===== src/hw/rtl/kps_ram.sv =====
`default_nettype none
module kps_ram #(
    parameter int WIDTH = 32,
    parameter int DEPTH = 64
) (
    input  wire logic                     i_clk,
    input  wire logic                     i_we,
    input  wire logic [$clog2(DEPTH)-1:0] i_waddr,
    input  wire logic [WIDTH-1:0]         i_wdata,
    input  wire logic [$clog2(DEPTH)-1:0] i_raddr,
    output logic      [WIDTH-1:0]         o_rdata
);

    logic [WIDTH-1:0] r_mem [DEPTH];

    // write port and registered read port
    always_ff @(posedge i_clk) begin
        if (i_we) begin
            r_mem[i_waddr] <= i_wdata;
        end
        o_rdata <= r_mem[i_raddr];
    end

endmodule
`default_nettype wire


===== config.mk =====
export PLATFORM = sky130hd
export DESIGN_NAME = kps_ram
export DESIGN_NICKNAME = d
export VERILOG_FILES = /design/src/hw/rtl/kps_ram.sv
export SDC_FILE = /design/constraint.sdc
export NUM_CORES = 2
export LEC_CHECK = 0
export BUFFER_PORTS_ARGS = -buffer_cell sky130_fd_sc_hd__buf_2
export CORE_AREA = 8 8 521 523
export DETAILED_ROUTE_END_ITERATION = 6
export DIE_AREA = 0 0 529 531
export GPL_TIMING_DRIVEN = 0
export HOLD_SLACK_MARGIN = 0.02
export PLACE_DENSITY = 0.4
export SYNTH_ARGS = -nofsm -noshare
export SYNTH_HDL_FRONTEND = slang
export SYNTH_SLANG_ARGS = --single-unit

===== constraint.sdc =====
create_clock -name i_clk -period 6.36 [get_ports i_clk]
set_input_delay 0.636 -clock i_clk [delete_from_list [all_inputs] [get_ports i_clk]]
set_output_delay 0.636 -clock i_clk [all_outputs]
set_load 0.01 [all_outputs]

# Word-level counts from Yosys, hierarchy flattened
# Memories as Yosys holds them, arrays and structs flattened. A register that Yosys moved wholly into a read port is not among the register bits.
# Index checks and enable logic that the tools add are counted.
[word_totals]
memories = 1
input_bits = 46
wordCells = 3
ramBits = 2048
out_inout_bits = 32
reg_bits = 0
[mem_list]
columns = ["name", "words", "word_bits", "rd", "rd_ports_with_merged_regs", "wr", "line", "rtl"]
rows = [
  ["r_mem", 64, 32, 1, 1, 1, "14", "logic [WIDTH-1:0] r_mem [DEPTH];"],
]
[classes]
mux = 2
[op_table]
columns = ["operator", "count"]
rows = [
  ["2-to-1 mux 1 bit", 2],
]

# Logic depth before layout (Yosys ltp)
[logic_depth]
ltp_word = 2
mapped_depth = 10
depth_no_buf = 5

# Worst setup path after synthesis
# Ideal clock, no wire load.
[synth_path]
kind = "input port to flip-flop"
from = "input port i_waddr[3]"
to = "memory r_mem[48][0], enable pin"
cell_stages = 4
required_time_ns = 5.899
slack_ns = 2.564
arrival_time_ns = 3.335
setup_ns = 0.461
path_cell_list = "clkbuf_1 -> nor2b_1 -> nand4b_1 -> nor3_1"
[synth_rtl]
columns = ["item", "line", "rtl"]
rows = [
  ["start: declaration", "8", "input wire logic [$clog2(DEPTH)-1:0] i_waddr,"],
  ["end: declaration", "14", ""],
]
# Straight into the memory's write port.

==> impl_results.md <==
* Outcome: completed
* Clk_lat worst skew at 0.86 ns
* Global route total overflow at 0
* Vias at 38,300
* Crit path DAT at 5.64 ns
* Fill count at 24,300
* Synthesized Nets at 3,370
* Fin nets at 3,782
* Skew final at 0.0380 ns
* Critical Path Sink Type: register
* Inserted Clock Buffers at 225
* Fmax at 200 MHz
* Worst-path maximum fanout at 10
* Slew headroom at 4.69%
* Post-synthesis cell count at 3,324
* Share of cells above drive strength 1 at 31.3%
* Async set or reset register ratio after synthesis at 0%
* Multi-input logic area at 0.0160 mm^2
* Chip Width at 529 um
* Drt wl/cell at 37.2 um
* Leak Pwr at 28.9 nW
* Vias in the first global route at 38,500
* Placed cells at 7,041
* Critical path class: input pin to register
* Synth top area share at 78.3%
* Synth area leaders: edfxtp_1 78%, mux4_2 16%, mux2i_1 1.2%
* I/O pin count at 78
* Slew @ Worst Pin at 1.43 ns
* Post_cts resized at 0
* Clk pin slew, worst setup/hold paths at 0.06 ns
* Pwr Density at 321 mW/mm^2
* DP Wirelength at 181,000 um
* Sink Count at 2,080
* Detail Route Antenna Nets at 0
* Die area at 0.281 mm^2
* Hold_buf cts at 0
* Routed WL at 278,000 um
* Port Buffers at 69
* Max rail drop VDD at 0.287 mV
* GRT Util Overall at 19.5%
* Post-Layout Cell Count at 7,484
* Post-synthesis sequential area ratio at 79.1%
* CTS Buffer Depth at 3
* Worst path required time at 6.99 ns
* #FFs+latches synth at 2,080
* Slew Limit Fails at 0
* Setup Viol. Count Final at 0
* Post-synth EDFFs at 2,048
* Core area at 0.263 mm^2
* RSZ-0062 raised after global routing: false
* Die Y at 531 um
* DRT iter0 DRCs at 4,785
* Syn_area_per_cell at 23.6 um^2
* Distinct cell type count after synthesis at 34
* Via density at 5.11
* Synthesis-to-layout area growth at 19.5%
* MaxCap Viol Count at 0
* H-tree depth at 4
* Setup Fix Bufs, Post-CTS at 0
* Prevailing post-synth register cell: edfxtp_1
* Tcrit/Tclk final at 78.8%
* Hold_ws at 0.208 ns
* Worst hold-check path type: input pin to register
* Global-route wire length before repair at 368,000 um
* Post-route setup TNS at 0 ns
* Largest net degree at the start of global routing at 65
* CP startpoint kind: input pin
* Final Hold Viols at 0
* Min Clock Period, post-route at 5.01 ns
* Syn Std Cell Area at 0.0785 mm^2
* Starting density of the core at 29.8%
* Row count at 189
* Area leader, netlist: edfxtp_1
* GP Congestion at 0.782
* Remaining DRCs at 0
* CTS Root Buffer Type: clkbuf_16
* First-pass iteration count of the detailed router at 6
* Yosys warnings at 0
* Register Area at 0.0621 mm^2
* CTS tree: done
* Initial antenna violation count at 30
-- cell usage after synthesis (all sizes together) (5+ instances only) --
master and count:
or3b 5, nor3 7, nand2 26, a311oi 8, o22ai 84, mux4 544, a22oi 12, buf 108
o221ai 27, edfxtp 2048, dfxtp 32, clkbuf 74, mux2i 93, nor2 137, nand2b 8, nand3b 5
nand3 5, a21oi 62, nor2b 15
-- where the power goes --
part	total (mW)	switching (mW)	internal, mW
logic	1.73	1.19	0.538
registers	15.2	0.0260	15.2
clock network	13.2	5.64	7.56
-- layout by cell type, fill, tap and decap left out, types with 8 or more instances in the layout --
cell type	n
clkinv_1	40
a22oi_1	12
a21oi_1	62
o22ai_1	84
clkbuf_2	13
buf_16	39
buf_4	42
buf_1	20
diode_2	12
nor2_1	75
a311oi_1	8
clkinvlp_4	9
mux4_2	544
nor2_4	62
mux2i_1	93
o221ai_1	27
nand2_1	26
clkinv_2	47
buf_2	110
dfxtp_1	32
nand2b_1	8
clkbuf_8	14
buf_6	12
buf_12	68
nor2b_1	15
edfxtp_1	2048
clkbuf_1	118
clkbuf_16	227
bufinv_16	20
-- flip-flops by register name, indices dropped and copies added (netlist names) --
signal and flops:
o_rdata 32, r_mem 2048
-- cells by family after synthesis --
| kind of cell | Yosys count | synth area share, % |
|---|---|---|
| buffers and inverters | 182 | 1.13 |
| AOI/OAI and AO/OA | 202 | 1.67 |
| and+or+nand+nor | 223 | 1.27 |
| DFF | 2080 | 79.1 |
| muxes | 637 | 16.8 |
-- worst max-delay path, stage by stage --
cell	delay [ns]
buf_2	0.46
buf_2	0.46
buf_2	0.47
buf_1	0.95
nand3b_1	0.71
o221ai_1	0.44
a21oi_1	0.25
a21oi_1	0.93
nor2_1	0.27
-- per-stage QoR --
stage	utilization (%)	cell area, um^2	worst slack (ns)	total power, mW
after floorplan	-	78500	2.56	16.2
after CTS	35.6	93700	1.26	30.5
after global placement	31.6	83300	-1.29	17.2
after global routing	35.6	93800	1.28	31.0
final	35.6	93800	1.35	30.1
after detailed placement	32.8	86300	0.333	17.3
-- final cells by class --
class,count,share of cell area [%]
multi-input combinational,1062,17.0
clock buffer,298,6.49
antenna,12,0.0320
buffer,182,0.963
sequential,2080,66.2
tap,3533,4.71
timing repair buffer,185,3.13
clock inverter,132,1.41
-- final timing paths --
path                                    start             to  slack (ns)  depth (start not counted)
worst max-delay path               i_raddr[1]    o_rdata[13]        1.35                          9
worst min-delay path              i_wdata[11]  r_mem[41][11]        0.21                          1
worst min register to register  r_mem[22][22]    o_rdata[22]        1.06                          4
worst max register to register   r_mem[3][18]    o_rdata[18]        3.22                          4
-- per-layer routing --
| metal | track usage, % | vias to the layer above | share of wire (%) |
|---|---|---|---|
| met5 | 0 | - | 0 |
| met4 | 5.89 | 0 | 3.3 |
| met3 | 3.59 | 337 | 6.6 |
| met2 | 31.9 | 1431 | 48 |
| met1 | 26.6 | 21300 | 42 |
| li1 | - | 15200 | - |
Power figures use the tool's default switching activity.
