<file path="src/hw/rtl/kps_pkg.sv">
`default_nettype none
package kps_pkg;

    localparam int MAX_KEYS_DEF = 64;

    // action codes of an input transaction
    localparam logic [1:0] ACT_CLEAR  = 2'd0;
    localparam logic [1:0] ACT_APPEND = 2'd1;
    localparam logic [1:0] ACT_SAMPLE = 2'd2;

    localparam logic [31:0] ONE_Q16 = 32'h0001_0000;
    localparam logic [15:0] ONE_Q14 = 16'h4000;
    localparam int          CORDIC_STEPS = 20;
    localparam logic [33:0] NEAR_LIMIT = 34'd268419072;
    localparam logic [35:0] CORDIC_KINV = 36'd652032874;

    // shared divider widths
    localparam int DIV_NW = 50;
    localparam int DIV_DW = 32;

    typedef struct packed {
        logic [1:0]         action;
        logic [31:0]        time_req;
        logic signed [31:0] pos_x;
        logic signed [31:0] pos_y;
        logic signed [31:0] pos_z;
        logic signed [15:0] rot_w;
        logic signed [15:0] rot_x;
        logic signed [15:0] rot_y;
        logic signed [15:0] rot_z;
        logic signed [31:0] scale_x;
        logic signed [31:0] scale_y;
        logic signed [31:0] scale_z;
    } t_in;

    typedef struct packed {
        logic [31:0]        time_req;
        logic signed [31:0] pos_x;
        logic signed [31:0] pos_y;
        logic signed [31:0] pos_z;
        logic signed [15:0] rot_w;
        logic signed [15:0] rot_x;
        logic signed [15:0] rot_y;
        logic signed [15:0] rot_z;
        logic signed [31:0] scale_x;
        logic signed [31:0] scale_y;
        logic signed [31:0] scale_z;
    } t_key;

    typedef struct packed {
        logic signed [31:0] out_pos_x;
        logic signed [31:0] out_pos_y;
        logic signed [31:0] out_pos_z;
        logic signed [15:0] out_rot_w;
        logic signed [15:0] out_rot_x;
        logic signed [15:0] out_rot_y;
        logic signed [15:0] out_rot_z;
        logic signed [31:0] out_scale_x;
        logic signed [31:0] out_scale_y;
        logic signed [31:0] out_scale_z;
    } t_out;

    typedef struct packed {
        logic              start;
        logic [DIV_NW-1:0] num;
        logic [DIV_DW-1:0] den;
    } t_div_req;

    typedef struct packed {
        logic              done;
        logic [DIV_NW-1:0] quo;
    } t_div_rsp;

    // arctangent of 2^-i, Q2.30
    function automatic logic [31:0] atan_q30(input logic [4:0] i);
        logic [31:0] v;
        unique case (i)
            5'd0:  v = 32'd843314857;
            5'd1:  v = 32'd497837829;
            5'd2:  v = 32'd263043837;
            5'd3:  v = 32'd133525159;
            5'd4:  v = 32'd67021687;
            5'd5:  v = 32'd33543516;
            5'd6:  v = 32'd16775851;
            5'd7:  v = 32'd8388437;
            5'd8:  v = 32'd4194283;
            5'd9:  v = 32'd2097149;
            5'd10: v = 32'd1048576;
            5'd11: v = 32'd524288;
            5'd12: v = 32'd262144;
            5'd13: v = 32'd131072;
            5'd14: v = 32'd65536;
            5'd15: v = 32'd32768;
            5'd16: v = 32'd16384;
            5'd17: v = 32'd8192;
            5'd18: v = 32'd4096;
            5'd19: v = 32'd2048;
            default: v = 32'd0;
        endcase
        return v;
    endfunction

    // linear fields: position x,y,z then scale x,y,z
    function automatic logic signed [31:0] key_lin(input t_key k, input logic [2:0] idx);
        logic signed [31:0] v;
        unique case (idx)
            3'd0: v = k.pos_x;
            3'd1: v = k.pos_y;
            3'd2: v = k.pos_z;
            3'd3: v = k.scale_x;
            3'd4: v = k.scale_y;
            3'd5: v = k.scale_z;
            default: v = '0;
        endcase
        return v;
    endfunction

    // quaternion components w,x,y,z
    function automatic logic signed [15:0] key_rot(input t_key k, input logic [1:0] idx);
        logic signed [15:0] v;
        unique case (idx)
            2'd0: v = k.rot_w;
            2'd1: v = k.rot_x;
            2'd2: v = k.rot_y;
            2'd3: v = k.rot_z;
            default: v = '0;
        endcase
        return v;
    endfunction

    function automatic logic signed [15:0] clamp16(input logic signed [63:0] v);
        logic signed [15:0] r;
        if (v > 64'sd32767) begin
            r = 16'sh7fff;
        end else if (v < -64'sd32768) begin
            r = 16'sh8000;
        end else begin
            r = v[15:0];
        end
        return r;
    endfunction

endpackage
`default_nettype wire

</file>
<file path="src/hw/rtl/kps_div.sv">
`default_nettype none
module kps_div (
    input  wire logic              i_clk,
    input  wire logic              i_rst_n,
    input  wire kps_pkg::t_div_req i_req,
    output kps_pkg::t_div_rsp      o_rsp
);

    localparam int NW = kps_pkg::DIV_NW;
    localparam int DW = kps_pkg::DIV_DW;
    localparam int CNTW = $clog2(NW);

    logic            r_busy;
    logic            r_done;
    logic [CNTW-1:0] r_cnt;
    logic [DW-1:0]   r_rem;
    logic [NW-1:0]   r_quo;
    logic [DW-1:0]   r_den;
    logic [DW:0]     w_rem2;
    logic [DW:0]     w_sub;
    logic            w_ge;

    // one restoring step: shift in the next numerator bit
    assign w_rem2 = {r_rem, r_quo[NW-1]};
    assign w_sub  = w_rem2 - {1'b0, r_den};
    assign w_ge   = (w_rem2 >= {1'b0, r_den});

    always_ff @(posedge i_clk) begin
        if (!i_rst_n) begin
            r_busy <= 1'b0;
            r_done <= 1'b0;
        end else begin
            r_done <= 1'b0;
            if (i_req.start) begin
                r_busy <= 1'b1;
                r_rem  <= '0;
                r_quo  <= i_req.num;
                r_den  <= i_req.den;
                r_cnt  <= '0;
            end else if (r_busy) begin
                r_rem <= w_ge ? w_sub[DW-1:0] : w_rem2[DW-1:0];
                r_quo <= {r_quo[NW-2:0], w_ge};
                r_cnt <= r_cnt + CNTW'(1);
                if (r_cnt == CNTW'(NW - 1)) begin
                    r_busy <= 1'b0;
                    r_done <= 1'b1;
                end
            end
        end
    end

    assign o_rsp.done = r_done;
    assign o_rsp.quo  = r_quo;

endmodule
`default_nettype wire

</file>
<file path="config.mk">
export PLATFORM = sky130hd
export DESIGN_NAME = kps_div
export DESIGN_NICKNAME = d
export VERILOG_FILES = /design/src/hw/rtl/kps_pkg.sv /design/src/hw/rtl/kps_div.sv
export SDC_FILE = /design/constraint.sdc
export NUM_CORES = 1
export LEC_CHECK = 0
export ABC_AREA = 0
export ABC_CLOCK_PERIOD_IN_PS = 3700
export BUFFER_PORTS_ARGS = -buffer_cell sky130_fd_sc_hd__buf_2
export CAP_MARGIN = 15
export CORE_UTILIZATION = 50
export CTS_CLUSTER_SIZE = 8
export DETAILED_ROUTE_END_ITERATION = 10
export PLACE_DENSITY = 0.84
export SLEW_MARGIN = 15
export SYNTH_ARGS = -nofsm -noshare
export SYNTH_HDL_FRONTEND = slang
export SYNTH_SLANG_ARGS = --single-unit
</file>
<file path="constraint.sdc">
create_clock -name i_clk -period 3.7 [get_ports i_clk]
set_input_delay 0.555 -clock i_clk [delete_from_list [all_inputs] [get_ports i_clk]]
set_output_delay 0.555 -clock i_clk [all_outputs]
set_load 0.02 [all_outputs]
</file>
# ---- Word-level counts from Yosys, hierarchy flattened
# Index checks and enable logic that the tools add are counted.
dict set report word_totals {
  out_inout_bits 51
  elab_cells 25
  regBits 122
  in_bits 85
}
dict set report op_classes {
  n_reduce_logical 4
  order_cmp 1
  addsub 2
  n_eq_ne 1
  mux 9
  n_bitwise 2
}
# cell count
set ops {}
lappend ops {{50-bit 2-to-1 mux} 2}
lappend ops {{32-bit 2-to-1 mux} 2}
lappend ops {{33-bit by 32-bit >= comparator with 1-bit output} 1}
lappend ops {{32-bit subtractor} 1}
lappend ops {{6-bit by 1-bit adder with 6-bit output, second input constant} 1}
lappend ops {{6-bit == test, second input constant} 1}
lappend ops {{6-bit 2-to-1 mux} 1}
lappend ops {{1-bit 2-to-1 mux} 4}
lappend ops {{2-bit AND reduction} 2}
lappend ops {{3-bit OR reduction} 1}
lappend ops {{1-bit NOT} 2}
lappend ops {{2-bit nonzero test} 1}

# ---- Logic depth before layout (Yosys ltp)
dict set report logic_depth {
  ltp_word 4
  ltp_mapped 12
  mapped_depth_nobuf 11
}

# ---- Worst setup path after synthesis
# No wires, ideal clock.
dict set report synth_path {
  path_type {input to register}
  from {input port i_req[82] (netlist bit)}
  to {register r_cnt[0] (enable)}
  cell_stages 3
  required_time_ns 3.246
  setup_slack_ns 0.153
  arrival_ns 3.093
  setup_time_ns 0.454
  n_path_buf 2
  path_cell_list {clkbuf_1 -> buf_1 -> o21a_1}
}
dict set report synth_between {
  elab_chain_cells 2
}
# item line
set synth_rtl {}
lappend synth_rtl {{start: declaration} kps_div.sv:5} ;# input wire kps_pkg::t_div_req i_req,
lappend synth_rtl {{2-bit nonzero test (no line)} --}
lappend synth_rtl {{2-bit AND reduction (no line)} --}
lappend synth_rtl {{end signal: assignment} kps_div.sv:43} ;# r_cnt <= r_cnt + CNTW'(1);
lappend synth_rtl {{end: declaration} kps_div.sv:15} ;# logic [CNTW-1:0] r_cnt;
# Every way passes these cells.
# A chain may end at the register's enable or synchronous reset.

# ---- Worst setup path after layout
dict set report layout_path {
  from {register r_rem[14]}
  to {register r_rem[12] (data pin)}
}
dict set report layout_between {
  elab_chain_cells 3
}
# item line
set layout_rtl {}
lappend layout_rtl {{start: declaration} kps_div.sv:16} ;# logic [DW-1:0] r_rem;
lappend layout_rtl {{start signal: assignment} kps_div.sv:41} ;# r_rem <= w_ge ? w_sub[DW-1:0] : w_rem2[DW-1:0];
lappend layout_rtl {{33-bit by 32-bit >= comparator with 1-bit output} kps_div.sv:26} ;# assign w_ge = (w_rem2 >= {1'b0, r_den});
lappend layout_rtl {{32-bit 2-to-1 mux} kps_div.sv:41}
lappend layout_rtl {{32-bit 2-to-1 mux} kps_div.sv:40} ;# end else if (r_busy) begin
# Every way passes these cells. The select of a mux whose other input is x is not followed.

==> flow_summary.toml <==
[critical_path]
worst-path-buf-inv = 1
critPathTopFamily = "compound AO/OA/AOI/OAI gates"
arrival_ps = 3380
cp_max_fo = 24
rr_startpoint = "r_rem[14]$_SDFFCE_PP0P_"
path_class = "reg2reg"
critPathMaxStageDelay_ps = 460
critical_path_required_ps = 3840
cpMaxStageDelayCell = "ha_1"
cp_cell_sequence = "ha_1, and4_1, nand3_1, a2111oi_4, or3_4, a31oi_4, o21ai_4, buf_12, mux2i_1, nor2_1"
crit_cells = 10
worst_setup_path_start_kind = "register"
end_kind = "register"
timing.rr.end = "r_rem[12]$_SDFFCE_PP0P_"
reg2reg_depth = 10
rrSetupSlack_ps = 460

[logic_synthesis]
syn_avg_cell_area_um2 = 12.1
async_flop_share_pct = 0
syn_nets = 688
synth_top_area_share_pct = 52.5
ys_warn_count = 0
synthesis.area_um2 = 6860
synth_ff_type = "edfxtp_1"
synthDistinctLibCells = 57
synth.area.top_cells = "edfxtp_1 (53%), mux2_2 (8.2%), ha_1 (6.2%), nor2_1 (3.0%), mux2i_1 (2.6%)"
seq_area_frac_synth_pct = 53.1
syn_inst = 568
yosys.area.top_type = "edfxtp_1"
synth_edf_count = 120
ys_seq_elements = 122

[place]
place_inst = 863
hpwl_mm = 11.3
port_buffers = 135
placed_area_um2 = 7720
gp_congestion = 0.877

[clock_tree]
clockBufferDepth = 2
clkLatencyLatePin_ps = 430
clk_transition_reported_paths_ps = 60
ctsResizeCount = 0
cts_tree = "done"
cts.sinks = 122
cts_made_buffers = 17
post_cts_buffers = 0
root_buffer = "clkbuf_16"
cts_htree_levels = 4
cts_hold_buffers = 0

[detailed_routing]
drt_pass1_iterations = 4
vias = 5038
drc_errors = 0
initialDrtViolationCount = 374
antenna_left = 0
viasPerCell = 5.64
wire_per_inst_um = 17.5
finalWirelength_mm = 15.7

[sta]
rsz0062_at_grt = "no"
finalCriticalPeriod_ps = 3240
max_freq_mhz = 309
finalSetupViolations = 0
skew_ps = 13.4
fin_setup_tns_ps = 0
max_slew_margin_pct = 53.9
fin_crit_sh_pct = 87.5
hold_violations = 0
slew_viol_final = 0
worst_pin_slew_ps = 691

[power]
powerDensity_nw_per_um2 = 520
irDropWorstVdd_mv = 0.414
power.total_mw = 4.32
p_leak_nw = 3.49

[cells_and_area]
diodes = 0
fill_cells = 1041
final_nets = 826
fin_area_um2 = 8300
instances_no_fill = 894
final_layout_size_suffix_gt1_share_pct = 33.3
area.growth.synth_to_final_pct = 21.0

[global_routing]
grt_overflow = 0
grt_start_max_net_pins = 52
grt_pass1_vias = 5190
track_usage_pct = 22.9
grt_pass1_wl_mm = 25.1
antenna_found_initial = 0

[floorplanning]
core_area_um2 = 13300
pin_count = 136
initial_core_util_pct = 51.6
die_h_um = 119
dieWidth_um = 119
rows = 42
dieArea_um2 = 14200

[worst_hold_path]
hold_path.class = "in2reg"
min_from = "i_req[8]"
whs_endpoint = "r_den[8]$_DFFE_PP_"
min_path_cells = 1

[run_status]
run_status = "finished, final reports clean"

[flow_run]
maxCapViolations = 0
[sequential cells by signal, summed over array words and instances, names as in the netlist]
| signal | flops |
|---|---|
| r_quo | 50 |
| r_rem | 32 |
| r_done | 1 |
| r_den | 32 |
| r_cnt | 6 |
| r_busy | 1 |
[worst max-delay path by stage]
stage / startpoint / to / slack [ps]
6_report: r_rem[14]$_SDFFCE_PP0P_ / r_rem[12]$_SDFFCE_PP0P_ / 460
5_1_grt: r_rem[14]$_SDFFCE_PP0P_ / r_rem[18]$_SDFFCE_PP0P_ / 330
4_1_cts: r_rem[14]$_SDFFCE_PP0P_ / r_rem[14]$_SDFFCE_PP0P_ / 500
3_5_place_dp: r_rem[17]$_SDFFCE_PP0P_ / r_rem[14]$_SDFFCE_PP0P_ / 540
3_3_place_gp: r_rem[17]$_SDFFCE_PP0P_ / r_rem[7]$_SDFFCE_PP0P_ / 610
2_1_floorplan: i_req[82] / r_cnt[0]$_SDFFCE_PP0P_ / 150
[cells by family after synthesis]
| family | after synthesis | share of synthesized area [%] |
|---|---|---|
| AND/OR/NAND/NOR | 129 | 8.72 |
| flip-flops | 122 | 53.1 |
| AO/OA/AOI/OAI | 121 | 13.1 |
| multiplexers | 68 | 10.8 |
| buffers and inverters | 64 | 4.05 |
| adder cells (fa/ha/maj) | 35 | 6.50 |
| XOR/XNOR | 29 | 3.70 |
[power by group]
part,total (mW),internal [mW],switching (mW)
combinational,0.969,0.406,0.563
sequential,1.72,1.66,0.0595
clock,1.62,0.988,0.636
total,4.32,3.06,1.26
[Yosys cell counts (6+ instances only)]
cell	count
inv_1	40
nor2_1	55
edfxtp_1	120
mux2i_1	18
nand2_1	26
clkbuf_1	11
a21o_1	19
o211ai_1	7
ha_1	34
mux2_2	50
nand3_1	15
o21ai_0	14
xor2_1	16
xnor2_1	13
nand4_1	6
a21oi_1	32
o21a_1	6
[layout by cell type (no fill, tap or decap), types with 3 or more instances in the layout]
| cell | Yosys | layout |
|---|---|---|
| o21ai_0 | 14 | 14 |
| nor2_1 | 55 | 55 |
| inv_1 | 40 | 40 |
| nand2_1 | 26 | 26 |
| o31ai_1 | 5 | 5 |
| buf_4 | 1 | 7 |
| a211oi_2 | 5 | 5 |
| mux2i_1 | 18 | 18 |
| o22ai_1 | 5 | 5 |
| nand2b_1 | 3 | 3 |
| clkinv_4 | 0 | 4 |
| nor3_1 | 5 | 5 |
| ha_1 | 34 | 34 |
| o211ai_1 | 7 | 7 |
| mux2_2 | 50 | 50 |
| clkbuf_16 | 0 | 17 |
| buf_2 | 3 | 134 |
| a21oi_1 | 32 | 32 |
| o21a_1 | 6 | 5 |
| xor2_1 | 16 | 16 |
| a211oi_1 | 4 | 4 |
| or3_1 | 3 | 3 |
| xnor2_1 | 13 | 13 |
| nand4_1 | 6 | 6 |
| edfxtp_1 | 120 | 120 |
| nand3_1 | 15 | 15 |
| a21o_1 | 19 | 19 |
| and3_1 | 3 | 3 |
| clkinvlp_4 | 0 | 3 |
| and4_1 | 3 | 3 |
[routing by layer]
layer	part of all wire (%)	global-route usage, %
met1	42	26.6
met5	0	0
met4	1.3	7.83
met2	50	40.2
met3	6.7	6.80
[final cells by class]
cell class / count / area (um^2) / area share [%]
well taps: 176 / 220 / 2.65
clock inverters: 14 / 149 / 1.79
clock buffers: 17 / 425 / 5.13
multi-input cells: 382 / 2940 / 35.5
inverters: 40 / 150 / 1.81
repair buffers: 143 / 763 / 9.20
flip-flops and latches: 122 / 3640 / 43.9
[stage by stage]
stage | setup slack, ps | hold WS (ps) | util, %
6_report | 463 | 302 | 62.4
5_1_grt | 331 | 294 | 62.4
4_1_cts | 503 | 288 | 62.4
3_5_place_dp | 537 | 513 | 58.1
3_3_place_gp | 605 | 514 | 58.1
2_1_floorplan | 153 | 490 | -
Power figures use the tool's default switching activity.
